File: src/sv/tsrf_pkg.sv
// ----------------------------------------------------------------------------
// tsrf_pkg
// Types and constants shared by the touch spike reject filter.
// ----------------------------------------------------------------------------
package tsrf_pkg;

  localparam int unsigned CoordW   = 16;
  localparam int unsigned PressW   = 16;
  localparam int unsigned LimitW   = 16;
  localparam int unsigned LimSqW   = 2 * LimitW;
  localparam int unsigned DistW    = 2 * CoordW + 2;
  localparam int unsigned DataW    = 2 * CoordW + PressW;
  localparam int unsigned QDepth   = 3;
  localparam int unsigned QIdxW    = $clog2(QDepth);
  localparam int unsigned QCntW    = $clog2(QDepth + 1);

  localparam logic [LimitW-1:0] LimitReset = 16'd30;
  localparam logic [LimSqW-1:0] LimSqReset = LimSqW'(LimitReset * LimitReset);

  // packed so that x sits in the lowest bits
  typedef struct packed {
    logic        [PressW-1:0] p;
    logic signed [CoordW-1:0] y;
    logic signed [CoordW-1:0] x;
  } sample_t;

  typedef struct packed {
    sample_t s;
    logic    last;
  } out_item_t;

  typedef struct packed {
    logic [1:0] n;
    out_item_t  r0;
    out_item_t  r1;
  } res_t;

  function automatic logic [DistW-1:0] sq_dist(sample_t a, sample_t b);
    logic signed [CoordW:0]     dx;
    logic signed [CoordW:0]     dy;
    logic signed [2*CoordW+1:0] px;
    logic signed [2*CoordW+1:0] py;
    dx = (CoordW+1)'(a.x) - (CoordW+1)'(b.x);
    dy = (CoordW+1)'(a.y) - (CoordW+1)'(b.y);
    px = dx * dx;
    py = dy * dy;
    return DistW'($unsigned(px)) + DistW'($unsigned(py));
  endfunction

endpackage

File: src/sv/tsrf_outq.sv
// ----------------------------------------------------------------------------
// tsrf_outq
// Small result queue; takes up to two results per cycle, gives one per cycle while rdy_i is high.
// ----------------------------------------------------------------------------
module tsrf_outq (
  input  logic                clk_i,
  input  logic                rst_ni,
  input  logic                fire_i,
  input  tsrf_pkg::res_t      res_i,
  output logic                room_o,
  output logic                vld_o,
  input  logic                rdy_i,
  output tsrf_pkg::out_item_t head_o
);
  import tsrf_pkg::*;

  out_item_t         slot_q [QDepth];
  out_item_t         slot_d [QDepth];
  logic [QCntW-1:0]  cnt_q, cnt_d;
  logic              pop;

  assign vld_o  = cnt_q != '0;
  assign room_o = cnt_q <= QCntW'(QDepth - 2);
  assign head_o = slot_q[0];
  assign pop    = vld_o && rdy_i;

  always_comb begin
    slot_d = slot_q;
    cnt_d  = cnt_q;
    if (pop) begin
      for (int i = 0; i < QDepth - 1; i++) begin
        slot_d[i] = slot_d[i+1];
      end
      cnt_d = cnt_d - QCntW'(1);
    end
    if (fire_i && res_i.n != 2'd0) begin
      slot_d[cnt_d[QIdxW-1:0]] = res_i.r0;
      if (res_i.n == 2'd2) begin
        slot_d[QIdxW'(cnt_d[QIdxW-1:0] + QIdxW'(1))] = res_i.r1;
      end
      cnt_d = cnt_d + QCntW'(res_i.n);
    end
  end

  always_ff @(posedge clk_i or negedge rst_ni) begin
    if (!rst_ni) begin
      cnt_q <= '0;
    end else begin
      cnt_q <= cnt_d;
    end
  end

  always_ff @(posedge clk_i) begin
    slot_q <= slot_d;
  end

endmodule

File: config.mk
export PLATFORM = sky130hd
export DESIGN_NAME = tsrf_outq
export DESIGN_NICKNAME = d
export VERILOG_FILES = /design/src/sv/tsrf_pkg.sv /design/src/sv/tsrf_outq.sv
export SDC_FILE = /design/constraint.sdc
export NUM_CORES = 1
export LEC_CHECK = 0
export BUFFER_PORTS_ARGS = -buffer_cell sky130_fd_sc_hd__buf_2
export CELL_PAD_IN_SITES_DETAIL_PLACEMENT = 0
export CELL_PAD_IN_SITES_GLOBAL_PLACEMENT = 1
export CORE_UTILIZATION = 46
export CTS_CLUSTER_DIAMETER = 80
export DETAILED_ROUTE_END_ITERATION = 8
export PLACE_DENSITY_LB_ADDON = 0.15
export SYNTH_ARGS = -nofsm -noshare
export SYNTH_HDL_FRONTEND = slang
export SYNTH_SLANG_ARGS = --single-unit
export TNS_END_PERCENT = 100
File: constraint.sdc
create_clock -name clk_i -period 6.7 [get_ports clk_i]
set_input_delay 1.005 -clock clk_i [delete_from_list [all_inputs] [get_ports clk_i]]
set_output_delay 1.005 -clock clk_i [all_outputs]
set_load 0.005 [all_outputs]
# After elaboration in Yosys (flattened, before gate mapping)
# Cells that the tools add are included.
[classes]
mux = 11
n_mul = 0
n_reduce_logical = 6
div = 0
n_bitwise = 2
shift = 0
magnitude_cmp = 5
add_sub_neg = 3
eq_ne = 1
[ops]
columns = ["cell", "count"]
rows = [
  ["$bwmux 147", 2],
  ["$mux 147", 2],
  ["$demux 49 s2", 2],
  ["$mux 49", 2],
  ["$mux 98", 1],
  ["$ge 3x3->1 const B", 2],
  ["$lt 3x1->1 const B", 2],
  ["$not 2->3", 2],
  ["$logic_and 1x1->1", 4],
  ["$mux 2", 2],
  ["$reduce_bool 2->1", 2],
  ["$add 2x1->2 const B", 1],
  ["$add 2x2->2", 1],
  ["$eq 2x2->1 const B", 1],
  ["$le 2x1->1 const B", 1],
  ["$sub 2x1->2 const B", 1],
]
[totals]
regBits = 149
mem_bits_rw = 0
wordCells = 41
inputBits = 104
rom_bits = 0
latchBits = 0
n_memories = 0

# Logic depth before layout (Yosys ltp)
[depth]
word_depth = 12
depth_mapped = 10
mapped_depth_nobuf = 6

# Worst setup path before layout
# Ideal clock, no wire load.
[synth_path]
path_type = "input to register"
start = "in res_i[98] (netlist name)"
end = "reg slot_q, in the netlist head_o[10]"
path_stages = 6
slack_ps = 3554
n_path_buf = 2
arrival_time_ps = 3043
t_required_ps = 6597
path_cell_list = "o21ai_1 > inv_1 > o211ai_1 > buf_2 > buf_6 > a222oi_1"
[synth_rtl]
columns = ["element", "line", "text"]
rows = [
  ["from (decl)", "tsrf_outq.sv:9", "input tsrf_pkg::res_t res_i,"],
  ["to (signal assigned)", "tsrf_outq.sv:54", "slot_q <= slot_d;"],
  ["to (decl)", "tsrf_outq.sv:17", "out_item_t slot_q [QDepth];"],
]

# Final worst setup path
[layout_path]
start = "reg cnt_q[0]"
end = "reg slot_q[9] (netlist name) (data pin)"
[layout_via]
elab_chain_cells = 11
elab_cells_between_ends = 20
cone_classes = "add/sub: 2; order compare: 4; mux: 8; bitwise: 2; reduce/logical: 4"
[layout_rtl]
columns = ["element", "line", "text"]
rows = [
  ["from (decl)", "tsrf_outq.sv:19", "logic [QCntW-1:0] cnt_q, cnt_d;"],
  ["from (signal assigned)", "tsrf_outq.sv:49", "cnt_q <= cnt_d;"],
  ["parallel branches: the longest is 2 deep, another holds $sub 2x1->2", "n/a", ""],
  ["$mux 2 (*)", "tsrf_outq.sv:30", "if (pop) begin"],
  ["$add 2x1->2 or $not 2->3 (tied branches)", "tsrf_outq.sv:39, tsrf_outq.sv:37", ""],
  ["$not 2->3 (not written as such), or another cell as far along", "tsrf_outq.sv:39", "slot_d[QIdxW'(cnt_d[QIdxW-1:0] + QIdxW'(1))] = res_i.r1;"],
  ["$ge 3x3->1 (not written as such), or another cell as far along", "tsrf_outq.sv:39", ""],
  ["$logic_and 1x1->1 (not written as such) or $mux 49 (tied branches)", "tsrf_outq.sv:39, tsrf_outq.sv:37", ""],
  ["$mux 49 (not written as such) or $demux 49 s2 (tied branches)", "tsrf_outq.sv:39, tsrf_outq.sv:37", ""],
  ["$demux 49 s2 or $bwmux 147 (tied branches)", "tsrf_outq.sv:39, tsrf_outq.sv:37", ""],
  ["$bwmux 147", "tsrf_outq.sv:39", ""],
  ["$mux 147 (*)", "tsrf_outq.sv:38", "if (res_i.n == 2'd2) begin"],
]
# Every way passes the cells marked *.
# A chain may end at the register's enable or synchronous reset.

==> run summary <==
Outcome - complete, no violations
Mapped Nets - 951
First-pass GRT wire length - 35600 um
Ys Warns - 0
Syn Area/Cell - 9.77 sq um
Die Span Y - 136 um
Slew Limit Fails - 0
All-Layer GR Usage - 25.2%
Final hold violation count - 0
CTS tree - yes
Root buffer cell - clkbuf_16
Via count - 6604
Slowest stage delay, CP - 0.92 ns
Clock transition at the registers of the reported paths - 0.06 ns
#FFs+latches synth - 149
Total Nets Final - 1023
Port Buffers - 154
Async SR Flop Fraction - 1.34%
Global route overflow - 0
Area growth syn-to-layout - 14.4%
Clock sink total - 149
Drt pass-1 iters - 8
Critical-path top delay cell - o21ai_4
Routed length per instance - 19.8 um
Routed wire length - 23000 um
Core ar. - 0.0174 sq mm
Fillers - 1597
Critical path depth - 7
Hpwl dp - 13900 um
Hold buffer count at cts - 0
Initial Util - 47.4%
# Max-Cap Violations - 0
PnR worst setup slack - 2.87 ns
Bufs and invs on worst path - 2
Vias per cell - 5.71
Count leader, synth - mux2i_1
Routing usage on met2 - 44.3%
Vias in the first global route - 6668
Least-Margin Pin Slew - 1.10 ns
Cell Area, Synth - 0.00826 sq mm
Hold_ws - 0.376 ns
Post-cts gate resize count - 0
LEAKAGE - 4.66 nW
Critical Path, Cell by Cell - inv_1, ha_1, and2b_4, nor3_1, o21ai_4, buf_12, mux2i_1
Critical Path AT - 4.09 ns
Worst VDD drop - 0.261 mV
CP endpoint kind - register
Die W - 136 um
F_max - 0.261 GHz
Die area - 0.0185 sq mm
Most used DFF post-synth - dfxtp_1
# setup viols final - 0
TNS Setup - 0 ns
Most instantiated cells after synthesis - 196 x mux2i_1, 151 x nand2_1, 102 x inv_1
Initial DRC Count - 545
R2R cell count - 7
Area contributors post-synth - dfxtp_1 24%, mux2i_1 24%, edfxtp_1 18%, nand2_1 6.9%, a222oi_1 5.9%
Drt drc - 0
Initial antenna violation count - 1
ANT nets after route - 0
# rows - 48
Unrepaired setup endpoints after global routing - false
Share of the synthesized area in the top cell type - 23.8%
Clock latency on the worst-skew pair - 0.42 ns
Worst Path Max Fanout - 58
Min Tclk post-route - 3.83 ns
Register area - 0.00348 sq mm
Met1 usage - 31.3%
Worst setup SP type - register
Final Skew - 0.00930 ns
Post-Place Worst Slack - 2.90 ns
Power Density - 496 mW/mm^2
Post-synth cell types - 34
Routability cong. - 0.763
Final period util - 57.2%
Met3 Resource Use GR - 4.21%
Critical path type - register to register
Worst Path Required - 6.95 ns
Clock H-tree levels - 4
Ratio of cells with drive above 1 in the final layout - 22.8%
Inserted Clock Buffers - 17
Footprint of the multi-input gates - 0.00379 sq mm
Io pins - 155
Max clock buf depth - 2
Top Family by Delay on Critical Path - simple AND/OR/NAND/NOR gates
HP Class - input pin to asynchronous set/reset pin
Setup bufs post-CTS - 0
Pin count of the biggest net entering global routing - 59
Gr busiest metal - met2
Number of synthesized flops with an enable pin - 49
Synth Instances - 845
Register area share after synthesis - 42.2%
Post-synth top area cell - dfxtp_1
Slew HR - 26.1%
-- per-layer routing --
layer  share of wire [%]  wire length [um]
met1                  43              9760
met5                   0                 0
met4                0.83               190
met2                  51             11700
met3                 5.9              1350
-- placed cells by master (no fill, tap or decap), drive strengths merged, types with 4 or more instances in the layout --
cell type,n
nand2,151
edfxtp,49
clkinv,6
o21ai,5
mux2i,196
xnor2,4
a32oi,49
a222oi,49
inv,103
clkbuf,23
buf,167
dfxtp,98
-- sequential cells by signal, indices dropped and copies added, names as in the netlist --
register and cells:
slot_q 98, head_o 49, cnt_q 2
-- stage by stage --
step	total power [mW]	util, %	instances	instance area, sq um
floorplan	3.28	-	845	8260
global placement	3.61	50.6	1123	8820
detailed placement	3.69	50.6	1123	8820
CTS	4.71	54.2	1155	9440
global route	4.96	54.2	1155	9440
finish	4.69	54.2	1157	9450
-- worst paths after layout --
check                      slack (ns)         end        from
setup / recovery                 2.87   slot_q[9]    cnt_q[0]
hold / removal                   0.38    cnt_q[1]      rst_ni
setup reg to reg                 2.87   slot_q[9]    cnt_q[0]
hold reg to reg                  0.49  slot_q[60]  slot_q[60]
max in group asynchronous        6.22    cnt_q[0]      rst_ni
min in group clk_i               0.49  slot_q[60]  slot_q[60]
-- kinds of logic (layout without fill, tap and decap cells) --
family / count (synthesis) / after routing / synth area share, %
AO/OA/AOI/OAI: 111 / 111 / 12.3
XOR/XNOR: 4 / 4 / 0.424
adder cells (fa/ha/maj): 2 / 2 / 0.303
buffers and inverters: 217 / 302 / 12.9
flip-flops: 149 / 149 / 42.2
multiplexers: 196 / 196 / 23.8
other: 0 / 2 / 0
AND/OR/NAND/NOR: 166 / 166 / 8.08
-- power by group --
part	total (mW)	leakage (nW)	switching [mW]	internal [mW]
Combinational	2.05	3.03	1.09	0.955
Clock	1.01	0.313	0.376	0.633
Sequential	1.63	1.32	0.224	1.41
-- final cells by class --
class                           instances  area share, %
Timing Repair Buffer                  167           9.32
Sequential cell                       149           36.9
Multi-Input combinational cell        479           40.1
Clock inverter                          9           1.31
Tap cell                              225           2.98
Antenna cell                            2         0.0530
Inverter                              103           4.09
Clock buffer                           23           5.27
-- worst reg2reg max path: stages (launching register included) --
cell	delay, ns
dfrtp_1	0.56
inv_1	0.22
ha_1	0.31
and2b_4	0.85
nor3_1	0.19
o21ai_4	0.92
buf_12	0.33
mux2i_1	0.28
Power figures use the tool's default switching activity.
